`config.mk`:
```
export PLATFORM = sky130hd
export DESIGN_NAME = four_register_alu_machine_top_flat
export DESIGN_NICKNAME = d
export VERILOG_FILES = /design/src/design/fram_pkg.sv /design/src/design/fram_if.sv /design/src/design/fram_front.sv /design/src/design/fram_queue.sv /design/src/design/fram_div.sv /design/src/design/fram_back.sv /design/src/design/four_register_alu_machine_top.sv /design/src/flat_wrapper.sv
export SDC_FILE = /design/constraint.sdc
export NUM_CORES = 2
export LEC_CHECK = 0
export ABC_AREA = 1
export BUFFER_PORTS_ARGS = -buffer_cell sky130_fd_sc_hd__clkbuf_2
export CAP_MARGIN = 5
export CORE_ASPECT_RATIO = 0.9
export CORE_MARGIN = 3
export CORE_UTILIZATION = 53
export DETAILED_ROUTE_END_ITERATION = 10
export GPL_TIMING_DRIVEN = 0
export PLACE_DENSITY = 0.67
export SETUP_SLACK_MARGIN = 0.5
export SLEW_MARGIN = 25
export SYNTH_ARGS = -nofsm -noshare
export SYNTH_HDL_FRONTEND = slang
export SYNTH_HIERARCHICAL = 1
export SYNTH_SLANG_ARGS = --single-unit
```
`constraint.sdc`:
```
create_clock -name i_clk -period 17.5 [get_ports i_clk]
set_input_delay 0.875 -clock i_clk [delete_from_list [all_inputs] [get_ports i_clk]]
set_output_delay 0.875 -clock i_clk [all_outputs]
set_load 0.01 [all_outputs]
```
`src/design/fram_pkg.sv`:
```
// Package for the four-register ALU machine: widths, action codes,
// decoded command and divider request/response types, back-end state.
// No dependencies.
package fram_pkg;

    localparam int DATA_W      = 32;
    localparam int ACTION_W    = 4;
    localparam int REG_FIELD_W = 2;
    localparam int REG_COUNT   = 4;
    localparam int REG_IDX_W   = $clog2(REG_COUNT);
    localparam int QUEUE_DEPTH = 2;
    localparam int QPTR_W      = $clog2(QUEUE_DEPTH);
    localparam int QCNT_W      = $clog2(QUEUE_DEPTH + 1);
    localparam int DIV_STEPS   = DATA_W;
    localparam int DIV_CNT_W   = $clog2(DIV_STEPS);

    localparam logic [DATA_W-1:0] INT_MIN  = {1'b1, {(DATA_W-1){1'b0}}};
    localparam logic [DATA_W-1:0] ALL_ONES = {DATA_W{1'b1}};

    // Raw action codes as they arrive on the input channel
    localparam logic [ACTION_W-1:0] ACT_LOAD = 4'd0;
    localparam logic [ACTION_W-1:0] ACT_READ = 4'd1;
    localparam logic [ACTION_W-1:0] ACT_MOVE = 4'd2;
    localparam logic [ACTION_W-1:0] ACT_ADD  = 4'd3;
    localparam logic [ACTION_W-1:0] ACT_SUB  = 4'd4;
    localparam logic [ACTION_W-1:0] ACT_MUL  = 4'd5;
    localparam logic [ACTION_W-1:0] ACT_DIV  = 4'd6;
    localparam logic [ACTION_W-1:0] ACT_MOD  = 4'd7;
    localparam logic [ACTION_W-1:0] ACT_AND  = 4'd8;
    localparam logic [ACTION_W-1:0] ACT_OR   = 4'd9;
    localparam logic [ACTION_W-1:0] ACT_XOR  = 4'd10;
    localparam logic [ACTION_W-1:0] ACT_XCHG = 4'd11;

    typedef enum logic [2:0] {
        CLS_NOP,
        CLS_LOAD,
        CLS_READ,
        CLS_MOVE,
        CLS_ALU,
        CLS_DIV,
        CLS_XCHG
    } t_op_class;

    typedef enum logic [2:0] {
        ALU_ADD,
        ALU_SUB,
        ALU_MUL,
        ALU_AND,
        ALU_OR,
        ALU_XOR
    } t_alu_op;

    typedef enum logic [1:0] {
        ST_OK       = 2'd0,
        ST_DIV_ZERO = 2'd1,
        ST_DIV_OVF  = 2'd2
    } t_status;

    typedef enum logic [1:0] {
        BK_IDLE,
        BK_EXEC,
        BK_XCHG,
        BK_DIV
    } t_back_state;

    typedef struct packed {
        t_op_class             cls;
        t_alu_op               alu_op;
        logic                  is_mod;
        logic [REG_IDX_W-1:0]  dest;
        logic [REG_IDX_W-1:0]  src;
        logic [DATA_W-1:0]     imm;
    } t_cmd;

    typedef struct packed {
        logic              start;
        logic [DATA_W-1:0] dividend;
        logic [DATA_W-1:0] divisor;
    } t_div_req;

    typedef struct packed {
        logic              busy;
        logic              done;
        logic [DATA_W-1:0] quotient;
        logic [DATA_W-1:0] remainder;
    } t_div_rsp;

endpackage

```
`src/design/fram_if.sv`:
```
// Channel interfaces for the four-register ALU machine: instruction in,
// result out. Depends on fram_pkg.
interface fram_in_if import fram_pkg::*; ();
    logic                     valid;
    logic                     ready;
    logic [ACTION_W-1:0]      action;
    logic [REG_FIELD_W-1:0]   dest_reg;
    logic [REG_FIELD_W-1:0]   src_reg;
    logic signed [DATA_W-1:0] immediate;

    modport source (output valid, action, dest_reg, src_reg, immediate, input ready);
    modport sink   (input valid, action, dest_reg, src_reg, immediate, output ready);
endinterface

interface fram_out_if import fram_pkg::*; ();
    logic                     valid;
    logic                     ready;
    logic signed [DATA_W-1:0] read_value;
    logic                     is_output;
    logic [1:0]               status;

    modport source (output valid, read_value, is_output, status, input ready);
    modport sink   (input valid, read_value, is_output, status, output ready);
endinterface

```
`src/design/fram_front.sv`:
```
// Front end: accepts instruction transactions and decodes them into
// command classes for the queue. Depends on fram_pkg and fram_if.
module fram_front import fram_pkg::*; (
    fram_in_if.sink i_cmd,
    input  logic    i_q_full,
    output logic    o_push,
    output t_cmd    o_push_cmd
);

    // Take a transaction whenever the queue has room
    assign i_cmd.ready = !i_q_full;
    assign o_push      = i_cmd.valid && !i_q_full;

    // Decode the raw action into class and sub-operation
    always_comb begin
        o_push_cmd.cls    = CLS_NOP;
        o_push_cmd.alu_op = ALU_ADD;
        o_push_cmd.is_mod = 1'b0;
        o_push_cmd.dest   = REG_IDX_W'(i_cmd.dest_reg % REG_COUNT);
        o_push_cmd.src    = REG_IDX_W'(i_cmd.src_reg % REG_COUNT);
        o_push_cmd.imm    = i_cmd.immediate;
        unique case (i_cmd.action)
            ACT_LOAD: o_push_cmd.cls = CLS_LOAD;
            ACT_READ: o_push_cmd.cls = CLS_READ;
            ACT_MOVE: o_push_cmd.cls = CLS_MOVE;
            ACT_ADD: begin
                o_push_cmd.cls    = CLS_ALU;
                o_push_cmd.alu_op = ALU_ADD;
            end
            ACT_SUB: begin
                o_push_cmd.cls    = CLS_ALU;
                o_push_cmd.alu_op = ALU_SUB;
            end
            ACT_MUL: begin
                o_push_cmd.cls    = CLS_ALU;
                o_push_cmd.alu_op = ALU_MUL;
            end
            ACT_AND: begin
                o_push_cmd.cls    = CLS_ALU;
                o_push_cmd.alu_op = ALU_AND;
            end
            ACT_OR: begin
                o_push_cmd.cls    = CLS_ALU;
                o_push_cmd.alu_op = ALU_OR;
            end
            ACT_XOR: begin
                o_push_cmd.cls    = CLS_ALU;
                o_push_cmd.alu_op = ALU_XOR;
            end
            ACT_DIV: o_push_cmd.cls = CLS_DIV;
            ACT_MOD: begin
                o_push_cmd.cls    = CLS_DIV;
                o_push_cmd.is_mod = 1'b1;
            end
            ACT_XCHG: o_push_cmd.cls = CLS_XCHG;
            default:  o_push_cmd.cls = CLS_NOP;
        endcase
    end

endmodule

```
`src/design/fram_queue.sv`:
```
// Short command queue between front and back end.
// Depends on fram_pkg.
module fram_queue import fram_pkg::*; (
    input  logic i_clk,
    input  logic i_rst_n,
    input  logic i_push,
    input  t_cmd i_push_cmd,
    output logic o_full,
    input  logic i_pop,
    output logic o_empty,
    output t_cmd o_head
);

    t_cmd              r_mem [QUEUE_DEPTH];
    logic [QPTR_W-1:0] r_wr_ptr, n_wr_ptr;
    logic [QPTR_W-1:0] r_rd_ptr, n_rd_ptr;
    logic [QCNT_W-1:0] r_count, n_count;

    assign o_full  = (r_count == QCNT_W'(QUEUE_DEPTH));
    assign o_empty = (r_count == '0);
    assign o_head  = r_mem[r_rd_ptr];

    // Advance pointers with wrap, track fill level
    always_comb begin
        n_wr_ptr = r_wr_ptr;
        n_rd_ptr = r_rd_ptr;
        n_count  = r_count;
        if (i_push) begin
            n_wr_ptr = (r_wr_ptr == QPTR_W'(QUEUE_DEPTH - 1)) ? '0 : r_wr_ptr + 1'b1;
        end
        if (i_pop) begin
            n_rd_ptr = (r_rd_ptr == QPTR_W'(QUEUE_DEPTH - 1)) ? '0 : r_rd_ptr + 1'b1;
        end
        case ({i_push, i_pop})
            2'b10:   n_count = r_count + 1'b1;
            2'b01:   n_count = r_count - 1'b1;
            default: n_count = r_count;
        endcase
    end

    always_ff @(posedge i_clk) begin
        if (!i_rst_n) begin
            r_wr_ptr <= '0;
            r_rd_ptr <= '0;
            r_count  <= '0;
        end else begin
            r_wr_ptr <= n_wr_ptr;
            r_rd_ptr <= n_rd_ptr;
            r_count  <= n_count;
        end
    end

    // Store entries
    always_ff @(posedge i_clk) begin
        if (i_push) begin
            r_mem[r_wr_ptr] <= i_push_cmd;
        end
    end

endmodule

```
`src/design/fram_div.sv`:
```
// Iterative unsigned restoring divider, one quotient bit per cycle.
// Depends on fram_pkg.
module fram_div import fram_pkg::*; (
    input  logic     i_clk,
    input  logic     i_rst_n,
    input  t_div_req i_req,
    output t_div_rsp o_rsp
);

    logic                 r_busy;
    logic                 r_done;
    logic [DIV_CNT_W-1:0] r_cnt;
    logic [DATA_W-1:0]    r_quo;
    logic [DATA_W-1:0]    r_rem;
    logic [DATA_W-1:0]    r_dsr;
    logic [DATA_W:0]      rem_shift;
    logic [DATA_W:0]      diff;
    logic                 fits;

    // Trial subtract of the shifted partial remainder
    assign rem_shift = {r_rem, r_quo[DATA_W-1]};
    assign diff      = rem_shift - {1'b0, r_dsr};
    assign fits      = !diff[DATA_W];

    // Sequence the steps
    always_ff @(posedge i_clk) begin
        if (!i_rst_n) begin
            r_busy <= 1'b0;
            r_done <= 1'b0;
            r_cnt  <= '0;
        end else if (i_req.start) begin
            r_busy <= 1'b1;
            r_done <= 1'b0;
            r_cnt  <= '0;
        end else if (r_busy) begin
            r_cnt <= r_cnt + 1'b1;
            if (r_cnt == DIV_CNT_W'(DIV_STEPS - 1)) begin
                r_busy <= 1'b0;
                r_done <= 1'b1;
            end
        end
    end

    // Shift in one quotient bit per step
    always_ff @(posedge i_clk) begin
        if (i_req.start) begin
            r_quo <= i_req.dividend;
            r_rem <= '0;
            r_dsr <= i_req.divisor;
        end else if (r_busy) begin
            r_rem <= fits ? diff[DATA_W-1:0] : rem_shift[DATA_W-1:0];
            r_quo <= {r_quo[DATA_W-2:0], fits};
        end
    end

    assign o_rsp.busy      = r_busy;
    assign o_rsp.done      = r_done;
    assign o_rsp.quotient  = r_quo;
    assign o_rsp.remainder = r_rem;

endmodule

```
`src/design/fram_back.sv`:
```
// Back end: register file, execution of decoded commands, output register.
// Depends on fram_pkg and fram_if.
module fram_back import fram_pkg::*; (
    input  logic        i_clk,
    input  logic        i_rst_n,
    input  logic        i_q_empty,
    input  t_cmd        i_head,
    output logic        o_pop,
    output t_div_req    o_div_req,
    input  t_div_rsp    i_div_rsp,
    fram_out_if.source  o_res
);

    t_back_state          r_state, n_state;
    t_cmd                 r_cmd;
    logic [DATA_W-1:0]    r_rf [REG_COUNT];
    logic                 r_rf_vld [REG_COUNT];
    logic [DATA_W-1:0]    r_rd_a, r_rd_b;
    logic                 r_rd_a_vld, r_rd_b_vld;
    logic                 r_out_valid;
    logic [DATA_W-1:0]    r_out_value;
    logic                 r_out_is_output;
    t_status              r_out_status;

    logic [DATA_W-1:0]    op_a, op_b;
    logic [DATA_W-1:0]    alu_res;
    logic [DATA_W-1:0]    abs_a, abs_b;
    logic [DATA_W-1:0]    div_res;
    logic                 div_zero, div_ovf;
    logic                 out_free;
    logic                 wr_en;
    logic [REG_IDX_W-1:0] wr_addr;
    logic [DATA_W-1:0]    wr_data;
    logic                 out_load;
    logic [DATA_W-1:0]    n_out_value;
    logic                 n_out_is_output;
    t_status              n_out_status;

    // Operands; an entry never written reads as zero
    assign op_a     = r_rd_a_vld ? r_rd_a : '0;
    assign op_b     = r_rd_b_vld ? r_rd_b : '0;
    assign out_free = !r_out_valid || o_res.ready;
    assign div_zero = (op_b == '0);
    assign div_ovf  = (op_a == INT_MIN) && (op_b == ALL_ONES);
    assign abs_a    = op_a[DATA_W-1] ? ('0 - op_a) : op_a;
    assign abs_b    = op_b[DATA_W-1] ? ('0 - op_b) : op_b;

    // Two-operand logic and arithmetic
    always_comb begin
        unique case (r_cmd.alu_op)
            ALU_ADD: alu_res = op_a + op_b;
            ALU_SUB: alu_res = op_a - op_b;
            ALU_MUL: alu_res = op_a * op_b;
            ALU_AND: alu_res = op_a & op_b;
            ALU_OR:  alu_res = op_a | op_b;
            ALU_XOR: alu_res = op_a ^ op_b;
            default: alu_res = '0;
        endcase
    end

    // Restore signs: quotient negative on differing signs, remainder follows dividend
    always_comb begin
        if (r_cmd.is_mod) begin
            div_res = op_a[DATA_W-1] ? ('0 - i_div_rsp.remainder) : i_div_rsp.remainder;
        end else if (op_a[DATA_W-1] ^ op_b[DATA_W-1]) begin
            div_res = '0 - i_div_rsp.quotient;
        end else begin
            div_res = i_div_rsp.quotient;
        end
    end

    // Next state
    always_comb begin
        n_state = r_state;
        unique case (r_state)
            BK_IDLE: begin
                if (!i_q_empty) n_state = BK_EXEC;
            end
            BK_EXEC: begin
                if (out_free) begin
                    if (r_cmd.cls == CLS_XCHG) begin
                        n_state = BK_XCHG;
                    end else if (r_cmd.cls == CLS_DIV && !div_zero && !div_ovf) begin
                        n_state = BK_DIV;
                    end else begin
                        n_state = BK_IDLE;
                    end
                end
            end
            BK_XCHG: n_state = BK_IDLE;
            BK_DIV: begin
                if (i_div_rsp.done && out_free) n_state = BK_IDLE;
            end
            default: n_state = BK_IDLE;
        endcase
    end

    // State outputs: pop, register write, divider start, result load
    always_comb begin
        o_pop              = 1'b0;
        wr_en              = 1'b0;
        wr_addr            = r_cmd.dest;
        wr_data            = '0;
        out_load           = 1'b0;
        n_out_value        = '0;
        n_out_is_output    = 1'b0;
        n_out_status       = ST_OK;
        o_div_req.start    = 1'b0;
        o_div_req.dividend = abs_a;
        o_div_req.divisor  = abs_b;
        unique case (r_state)
            BK_IDLE: o_pop = !i_q_empty;
            BK_EXEC: begin
                if (out_free) begin
                    unique case (r_cmd.cls)
                        CLS_LOAD: begin
                            wr_en    = 1'b1;
                            wr_data  = r_cmd.imm;
                            out_load = 1'b1;
                        end
                        CLS_READ: begin
                            out_load        = 1'b1;
                            n_out_value     = op_a;
                            n_out_is_output = 1'b1;
                        end
                        CLS_MOVE: begin
                            wr_en    = 1'b1;
                            wr_data  = op_b;
                            out_load = 1'b1;
                        end
                        CLS_ALU: begin
                            wr_en    = 1'b1;
                            wr_data  = alu_res;
                            out_load = 1'b1;
                        end
                        CLS_XCHG: begin
                            wr_en    = 1'b1;
                            wr_data  = op_b;
                            out_load = 1'b1;
                        end
                        CLS_DIV: begin
                            if (div_zero) begin
                                out_load     = 1'b1;
                                n_out_status = ST_DIV_ZERO;
                            end else if (div_ovf) begin
                                wr_en        = 1'b1;
                                wr_data      = r_cmd.is_mod ? '0 : INT_MIN;
                                out_load     = 1'b1;
                                n_out_status = ST_DIV_OVF;
                            end else begin
                                o_div_req.start = 1'b1;
                            end
                        end
                        default: out_load = 1'b1;
                    endcase
                end
            end
            BK_XCHG: begin
                // Second half of an exchange: old destination into source
                wr_en   = 1'b1;
                wr_addr = r_cmd.src;
                wr_data = op_a;
            end
            BK_DIV: begin
                if (i_div_rsp.done && out_free) begin
                    wr_en    = 1'b1;
                    wr_data  = div_res;
                    out_load = 1'b1;
                end
            end
            default: o_pop = 1'b0;
        endcase
    end

    always_ff @(posedge i_clk) begin
        if (!i_rst_n) begin
            r_state <= BK_IDLE;
        end else begin
            r_state <= n_state;
        end
    end

    // Capture the command and read both operands on pop
    always_ff @(posedge i_clk) begin
        if (o_pop) begin
            r_cmd      <= i_head;
            r_rd_a     <= r_rf[i_head.dest];
            r_rd_b     <= r_rf[i_head.src];
            r_rd_a_vld <= r_rf_vld[i_head.dest];
            r_rd_b_vld <= r_rf_vld[i_head.src];
        end
    end

    // Register file write port
    always_ff @(posedge i_clk) begin
        if (wr_en) begin
            r_rf[wr_addr] <= wr_data;
        end
    end

    // Written flags; cleared entries read as zero
    always_ff @(posedge i_clk) begin
        if (!i_rst_n) begin
            for (int i = 0; i < REG_COUNT; i++) begin
                r_rf_vld[i] <= 1'b0;
            end
        end else if (wr_en) begin
            r_rf_vld[wr_addr] <= 1'b1;
        end
    end

    // Output register: hold until taken
    always_ff @(posedge i_clk) begin
        if (!i_rst_n) begin
            r_out_valid <= 1'b0;
        end else if (out_load) begin
            r_out_valid <= 1'b1;
        end else if (o_res.ready) begin
            r_out_valid <= 1'b0;
        end
    end

    always_ff @(posedge i_clk) begin
        if (out_load) begin
            r_out_value     <= n_out_value;
            r_out_is_output <= n_out_is_output;
            r_out_status    <= n_out_status;
        end
    end

    assign o_res.valid      = r_out_valid;
    assign o_res.read_value = r_out_value;
    assign o_res.is_output  = r_out_is_output;
    assign o_res.status     = r_out_status;

`ifndef SYNTHESIS
    a_div_start_busy: assert property (@(posedge i_clk) disable iff (!i_rst_n)
        o_div_req.start |=> i_div_rsp.busy)
        else $error("divider not busy after start");

    a_div_wait: assert property (@(posedge i_clk) disable iff (!i_rst_n)
        (r_state == BK_DIV) |-> (i_div_rsp.busy || i_div_rsp.done))
        else $error("waiting on an idle divider");

    a_no_clobber: assert property (@(posedge i_clk) disable iff (!i_rst_n)
        (r_out_valid && !o_res.ready) |-> !out_load)
        else $error("pending result overwritten");

    a_wr_not_idle: assert property (@(posedge i_clk) disable iff (!i_rst_n)
        wr_en |-> (r_state != BK_IDLE))
        else $error("register write without a command");
`endif

endmodule

```
`src/design/four_register_alu_machine_top.sv`:
```
// Top level of the four-register ALU machine: front decoder, command queue,
// back end with register file and iterative divider; uses all other design files.
//
//  Port     Dir  Protocol      Payload
//  i_cmd    in   valid/ready   action, dest_reg, src_reg, immediate
//  o_res    out  valid/ready   read_value, is_output, status
//
// Instructions pass a two-entry queue; the back end runs one at a time.
// Load, read, move, unused codes and ALU ops pass BK_IDLE and BK_EXEC; exchange
// adds BK_XCHG (second register write); a zero divisor or overflow case ends in
// BK_EXEC; divide/modulo waits in BK_DIV on the 32-step one-bit-per-cycle divider.
// Reset (i_rst_n low, synchronous) empties the queue and marks all registers
// unwritten, so they read as zero; there is no clearing pass.
// A stalled result holds in the output register while the queue keeps filling.
module four_register_alu_machine_top import fram_pkg::*; (
    input logic         i_clk,
    input logic         i_rst_n,
    fram_in_if.sink     i_cmd,
    fram_out_if.source  o_res
);

    logic     q_push;
    t_cmd     q_push_cmd;
    logic     q_full;
    logic     q_pop;
    logic     q_empty;
    t_cmd     q_head;
    t_div_req div_req;
    t_div_rsp div_rsp;

    fram_front u_front (
        .i_cmd      (i_cmd),
        .i_q_full   (q_full),
        .o_push     (q_push),
        .o_push_cmd (q_push_cmd)
    );

    fram_queue u_queue (
        .i_clk      (i_clk),
        .i_rst_n    (i_rst_n),
        .i_push     (q_push),
        .i_push_cmd (q_push_cmd),
        .o_full     (q_full),
        .i_pop      (q_pop),
        .o_empty    (q_empty),
        .o_head     (q_head)
    );

    fram_div u_div (
        .i_clk   (i_clk),
        .i_rst_n (i_rst_n),
        .i_req   (div_req),
        .o_rsp   (div_rsp)
    );

    fram_back u_back (
        .i_clk     (i_clk),
        .i_rst_n   (i_rst_n),
        .i_q_empty (q_empty),
        .i_head    (q_head),
        .o_pop     (q_pop),
        .o_div_req (div_req),
        .i_div_rsp (div_rsp),
        .o_res     (o_res)
    );

endmodule

```
`src/flat_wrapper.sv`:
```
// flat-port wrapper written by rule: the top's interface ports become plain ports
module four_register_alu_machine_top_flat import fram_pkg::*;
  (i_clk, i_rst_n, i_cmd_valid, i_cmd_action, i_cmd_dest_reg, i_cmd_src_reg, i_cmd_immediate, i_cmd_ready, o_res_valid, o_res_read_value, o_res_is_output, o_res_status, o_res_ready);
  fram_in_if i_cmd_i ();
  fram_out_if o_res_i ();
  input logic i_clk;
  input logic i_rst_n;
  input wire logic [$bits(i_cmd_i.valid)-1:0] i_cmd_valid;
  input wire logic [$bits(i_cmd_i.action)-1:0] i_cmd_action;
  input wire logic [$bits(i_cmd_i.dest_reg)-1:0] i_cmd_dest_reg;
  input wire logic [$bits(i_cmd_i.src_reg)-1:0] i_cmd_src_reg;
  input wire logic [$bits(i_cmd_i.immediate)-1:0] i_cmd_immediate;
  output wire logic [$bits(i_cmd_i.ready)-1:0] i_cmd_ready;
  output wire logic [$bits(o_res_i.valid)-1:0] o_res_valid;
  output wire logic [$bits(o_res_i.read_value)-1:0] o_res_read_value;
  output wire logic [$bits(o_res_i.is_output)-1:0] o_res_is_output;
  output wire logic [$bits(o_res_i.status)-1:0] o_res_status;
  input wire logic [$bits(o_res_i.ready)-1:0] o_res_ready;
  assign i_cmd_i.valid = i_cmd_valid;
  assign i_cmd_i.action = i_cmd_action;
  assign i_cmd_i.dest_reg = i_cmd_dest_reg;
  assign i_cmd_i.src_reg = i_cmd_src_reg;
  assign i_cmd_i.immediate = i_cmd_immediate;
  assign i_cmd_ready = i_cmd_i.ready;
  assign o_res_valid = o_res_i.valid;
  assign o_res_read_value = o_res_i.read_value;
  assign o_res_is_output = o_res_i.is_output;
  assign o_res_status = o_res_i.status;
  assign o_res_i.ready = o_res_ready;
  four_register_alu_machine_top u_core (.i_clk(i_clk), .i_rst_n(i_rst_n), .i_cmd(i_cmd_i), .o_res(o_res_i));
endmodule
```
Yosys cells after proc, flatten, opt, wreduce, memory -nomap -nowiden
Memory sizes are Yosys's and may differ from the RTL's. A register that Yosys moved wholly into a read port is not among the register bits.
Index checks and enable logic that the tools add are counted.
Widths: inputs -> output; s select.
{"block": "word_totals", "ff_bits": 188, "ramBits": 218, "output_inout_bits": 37, "mem_count": 3}
{"memory": "u_core.u_back.r_rf", "depth": 4, "word_bits": 32, "rd": 2, "rd_clocked_by_memory_dff": 2, "wr": 1, "line_no": "fram_back.sv:16", "source": "logic [DATA_W-1:0] r_rf [REG_COUNT];"}
{"memory": "u_core.u_queue.r_mem", "depth": 2, "word_bits": 43, "rd": 1, "rd_clocked_by_memory_dff": 1, "wr": 1, "line_no": "fram_queue.sv:14", "source": "t_cmd r_mem [QUEUE_DEPTH];"}
{"memory": "u_core.u_back.r_rf_vld", "depth": 4, "word_bits": 1, "rd": 2, "rd_clocked_by_memory_dff": 2, "wr": 4, "line_no": "fram_back.sv:17", "source": "logic r_rf_vld [REG_COUNT];"}
{"block": "op_classes", "addsub": 12, "multipliers": 1, "eq_ne": 34, "n_mux": 67, "bitwise": 8, "n_reduce_logical": 32}
{"operator": "$mux 32", "count": 14}
{"operator": "$pmux 32 s6", "count": 1}
{"operator": "$pmux 32 s4", "count": 1}
{"operator": "$sub 1x32->32 const A", "count": 4}
{"operator": "$pmux 32 s3", "count": 1}
{"operator": "$eq 32x32->1 const B", "count": 2}
{"operator": "$mux 1", "count": 34}
{"operator": "$sub 33x32->33", "count": 1}
{"operator": "$add 32x32->32", "count": 1}
{"operator": "$and 32x32->32", "count": 1}
{"operator": "$logic_not 32->1", "count": 1}
{"operator": "$mul 32x32->32", "count": 1}
{"operator": "$or 32x32->32", "count": 1}
{"operator": "$sub 32x32->32", "count": 1}
{"operator": "$xor 32x32->32", "count": 1}
{"operator": "$mux 31", "count": 1}
{"operator": "$pmux 3 s6", "count": 1}
{"operator": "$eq 4x3->1 const B", "count": 4}
{"operator": "$eq 4x4->1 const B", "count": 4}
{"operator": "$mux 2", "count": 8}
{"operator": "$eq 3x3->1 const B", "count": 5}
{"operator": "$pmux 3 s5", "count": 1}
{"operator": "$eq 3x2->1 const B", "count": 4}
{"operator": "$reduce_and 3->1", "count": 3}
{"operator": "29 further kinds", "count": 58}

Depth between registers and ports, before layout
{"block": "depth", "ltp_word": 13, "ltp_mapped": 43, "mapped_depth_nobuf": 39}

Hierarchy
Netlist, hierarchy kept.
{"module": "fram_back", "instances": 1, "cells_each": 4391, "area_per_inst_um2": 35119.9, "seq_area_each_um2": 8318.0}
{"module": "fram_div", "instances": 1, "cells_each": 1029, "area_per_inst_um2": 6881.6, "seq_area_each_um2": 2702.6}
{"module": "fram_queue", "instances": 1, "cells_each": 169, "area_per_inst_um2": 3534.6, "seq_area_each_um2": 2682.6}
{"module": "fram_front", "instances": 1, "cells_each": 67, "area_per_inst_um2": 400.4, "seq_area_each_um2": 0.0}

Least setup slack after synthesis
No wires, ideal clock.
{"block": "synth_timing", "kind": "register to register", "startpoint": "register u_core.u_back.r_rd_b_vld, read port of u_core.u_back.r_rf_vld", "endpoint": "memory u_core.u_back.r_rf[0][30] (data pin)", "setup_ns": 0.265, "arrival_time_ns": 7.026, "setup_slack_ns": 10.209, "stages_incl_launch_ff": 35, "path_buffers": 5, "period_less_slack_ns": 7.291, "cell_sequence": "edfxtp_1 buf_6 buf_12 buf_12 nand2_1 buf_2 inv_1 clkbuf_1 nand2_1 fa_1 inv_1 fa_1 inv_1 fa_1 inv_1 fa_1 inv_1 fa_1 fa_1 inv_1 fa_1 fa_1 ha_1 inv_1 nor3_1 nand2_1 o2111a_1 nand2_1 a21oi_1 a21oi_1 nand2_1 nand2_1 nand2_1 nand2_1 nand2_1"}
{"block": "synth_via", "elab_chain_cells": 8, "elab_cells_between_ends": 20}
{"item": "start, declared", "line_no": "fram_back.sv:19", "source": "logic r_rd_a_vld, r_rd_b_vld;"}
{"item": "$mux 32 (*)", "line_no": "fram_back.sv:41", "source": "assign op_b = r_rd_b_vld ? r_rd_b : '0;"}
{"item": "branches (longest 6 deep; another with $mul 32x32->32)"}
{"item": "$pmux 32 s3 (*)", "line_no": "fram_back.sv:111", "source": "unique case (r_state)"}
{"item": "via u_core.u_back.wr_data[30]", "line_no": "fram_back.sv:33", "source": "logic [DATA_W-1:0] wr_data;"}
{"item": "end, declared", "line_no": "fram_back.sv:16"}
Mark *: on every way through the listed nets, which the timed path passes.

Worst setup path in the final report
{"block": "layout_timing", "startpoint": "register u_core.u_back.r_rd_b_vld, read port of u_core.u_back.r_rf_vld", "endpoint": "memory u_core.u_back.r_rf[3][29] (data pin)"}
The elaborated chain is that of the path after synthesis.

==> flow_summary.yaml <==
status:
  status: "finished, final reports clean"
hold_path:
  hold_path_class: "input port to flip-flop"
  min_path_cells: 1
synthesis:
  synth_area_um2: 45900
  synthCells: 5655
  yosysWarnings: 6
  syn_avg_cell_area_um2: 8.12
  syn-num-nets: 6367
global_route:
  grt.overflow.total: 0
  grt_pass1_vias: 38800
  grt_use_total_pct: 42.1
  grt_pass1_wl_um: 271000
  antenna_found_initial: 12
  grt_max_degree: 34
layout:
  layout_commonest_cell: "nand2_1"
  syn_to_final_growth_pct: 7.93
  fillCellCount: 7825
  drive_gt1_share_pct: 7.27
  fin_nets: 6476
  final_cell_mix: "nand2_1 (1259), inv_1 (826), nor2_1 (745)"
sta:
  timing.final.crit_share_pct: 58.2
  hold_viol_final: 0
  tns_ns: 0
  setup_viol: 0
  worst_pin_slew_ns: 1.20
  maxSlewHeadroom_pct: 19.3
  fin_skew_ns: 0.0427
  fmax_mhz: 98.1
  drv_slew: 0
  rsz0062_at_grt: "no"
  min_period_ns: 10.19
route:
  routed_wl_um: 192000
  dr.pass1.iters: 9
  ant_nets: 0
  wl_per_cell_um: 27.6
  vias_per_cell: 6.11
  dr_total_vias: 42500
  drcViolationCount: 0
  drtIter0Drc: 7011
clocking:
  path_clk_slew_ns: 0.06
  clkLatencyLatePin_ns: 0.64
  ctsHoldBuffers: 0
  htree_levels: 2
  cts_tree: "built"
  numCtsBuffers: 49
  cts_resized: 0
  cts_num_sinks: 473
  clk_path_buf_depth: 3
  postCtsSetupRepairBufs: 0
  root_buffer: "clkbuf_16"
critical_path:
  worst-setup-path-type: "flip-flop to flip-flop"
  path_common_cell: "fa_1"
  cp_slowest_cell: "clkbuf_1"
  worstPathMaxFanout: 10
  r2r_setup_slack_ns: 7.31
  start_kind: "flip-flop"
  worstPathArrival_ns: 10.55
  r2r_cells: 30
  cpPeakStageDelay_ns: 0.73
  cp.required_ns: 17.85
  crit_path_end_kind: "flip-flop"
placement:
  gp_congestion: 1.05
  port_buffers: 44
  dpl.hpwl_um: 152000
floorplan:
  core_area_um2: 85200
  die_h_um: 285
  die_w_um: 316
  io_pins: 81
  start_util_pct: 53.9
  row_count: 101
  dieArea_um2: 90200
run:
  maxCapViolations: 0
==> registers in the layout (all words and copies together), names as in the netlist, 2 cells and up, named ones only <==
register                        count
u_core/u_div/r_dsr                 32
u_core/u_queue/r_count              2
u_core/u_div/r_quo                 32
u_core/u_back/r_rf_vld              4
u_core/u_back/r_rd_b               32
u_core/u_queue/r_mem               86
u_core/u_div/r_rem                 32
u_core/u_back/r_rd_a               32
u_core/u_back/r_cmd                43
u_core/u_back/r_state               2
u_core/u_back/o_res.read_value     32
u_core/u_back/r_rf                128
u_core/u_div/r_cnt                  5
u_core/u_back/o_res.status          2
==> area by class of cell <==
type	count	area, um^2	area share (%)
sequential	473	13700	27.6
clock inverter	31	322	0.649
tap	1133	1420	2.86
antenna	9	22.5	0.0454
timing repair buffer	58	541	1.09
buffer	267	1400	2.81
clock buffer	60	1270	2.56
multi-input combinational	4038	27600	55.7
inverter	877	3290	6.65
==> final timing paths <==
check,from,endpoint
worst max-delay path,u_core/u_back/r_rd_b_vld,u_core/u_back/r_rf[3][29]
worst max register to register,u_core/u_back/r_rd_b_vld,u_core/u_back/r_rf[3][29]
worst min register to register,u_core/u_back/r_rf_vld[1],u_core/u_back/r_rf_vld[1]
worst min-delay path,i_cmd_dest_reg[0],u_core/u_queue/r_mem[0][34]
==> routing by layer <==
| layer | track usage [%] | up-vias | wire, um |
|---|---|---|---|
| met5 | 0 | - | 76 |
| met1 | 60.7 | 20400 | 76000 |
| met2 | 57.2 | 3161 | 75400 |
| met3 | 13.8 | 501 | 29700 |
| li1 | - | 18400 | - |
| met4 | 18.7 | 12 | 10800 |
==> per-stage QoR <==
stage / instance area, um^2 / setup slack, ns / std cells / hold WS [ns] / utilization (%)
2_1_floorplan: 45900 / 10.21 / 5655 / 0.437 / -
3_3_place_gp: 47600 / 7.25 / 6832 / 0.455 / 55.8
3_5_place_dp: 48000 / 7.69 / 6846 / 0.459 / 56.3
4_1_cts: 49500 / 7.65 / 6937 / 0.400 / 58.2
5_1_grt: 49600 / 7.29 / 6937 / 0.406 / 58.2
6_report: 49600 / 7.31 / 6946 / 0.425 / 58.2
==> worst max-delay path: cells and delay by family, from the launching register on <==
| family | cells | cell delay (ns) |
|---|---|---|
| AOI/OAI and AO/OA | 5 | 1.87 |
| buffers and inverters | 9 | 2.07 |
| and+or+nand+nor | 6 | 0.87 |
| DFF | 1 | 0.42 |
| adders and majority gates | 10 | 4.65 |
Power is not shown: default switching activity piles up to over one toggle a cycle in this logic, so the estimate is an artifact.
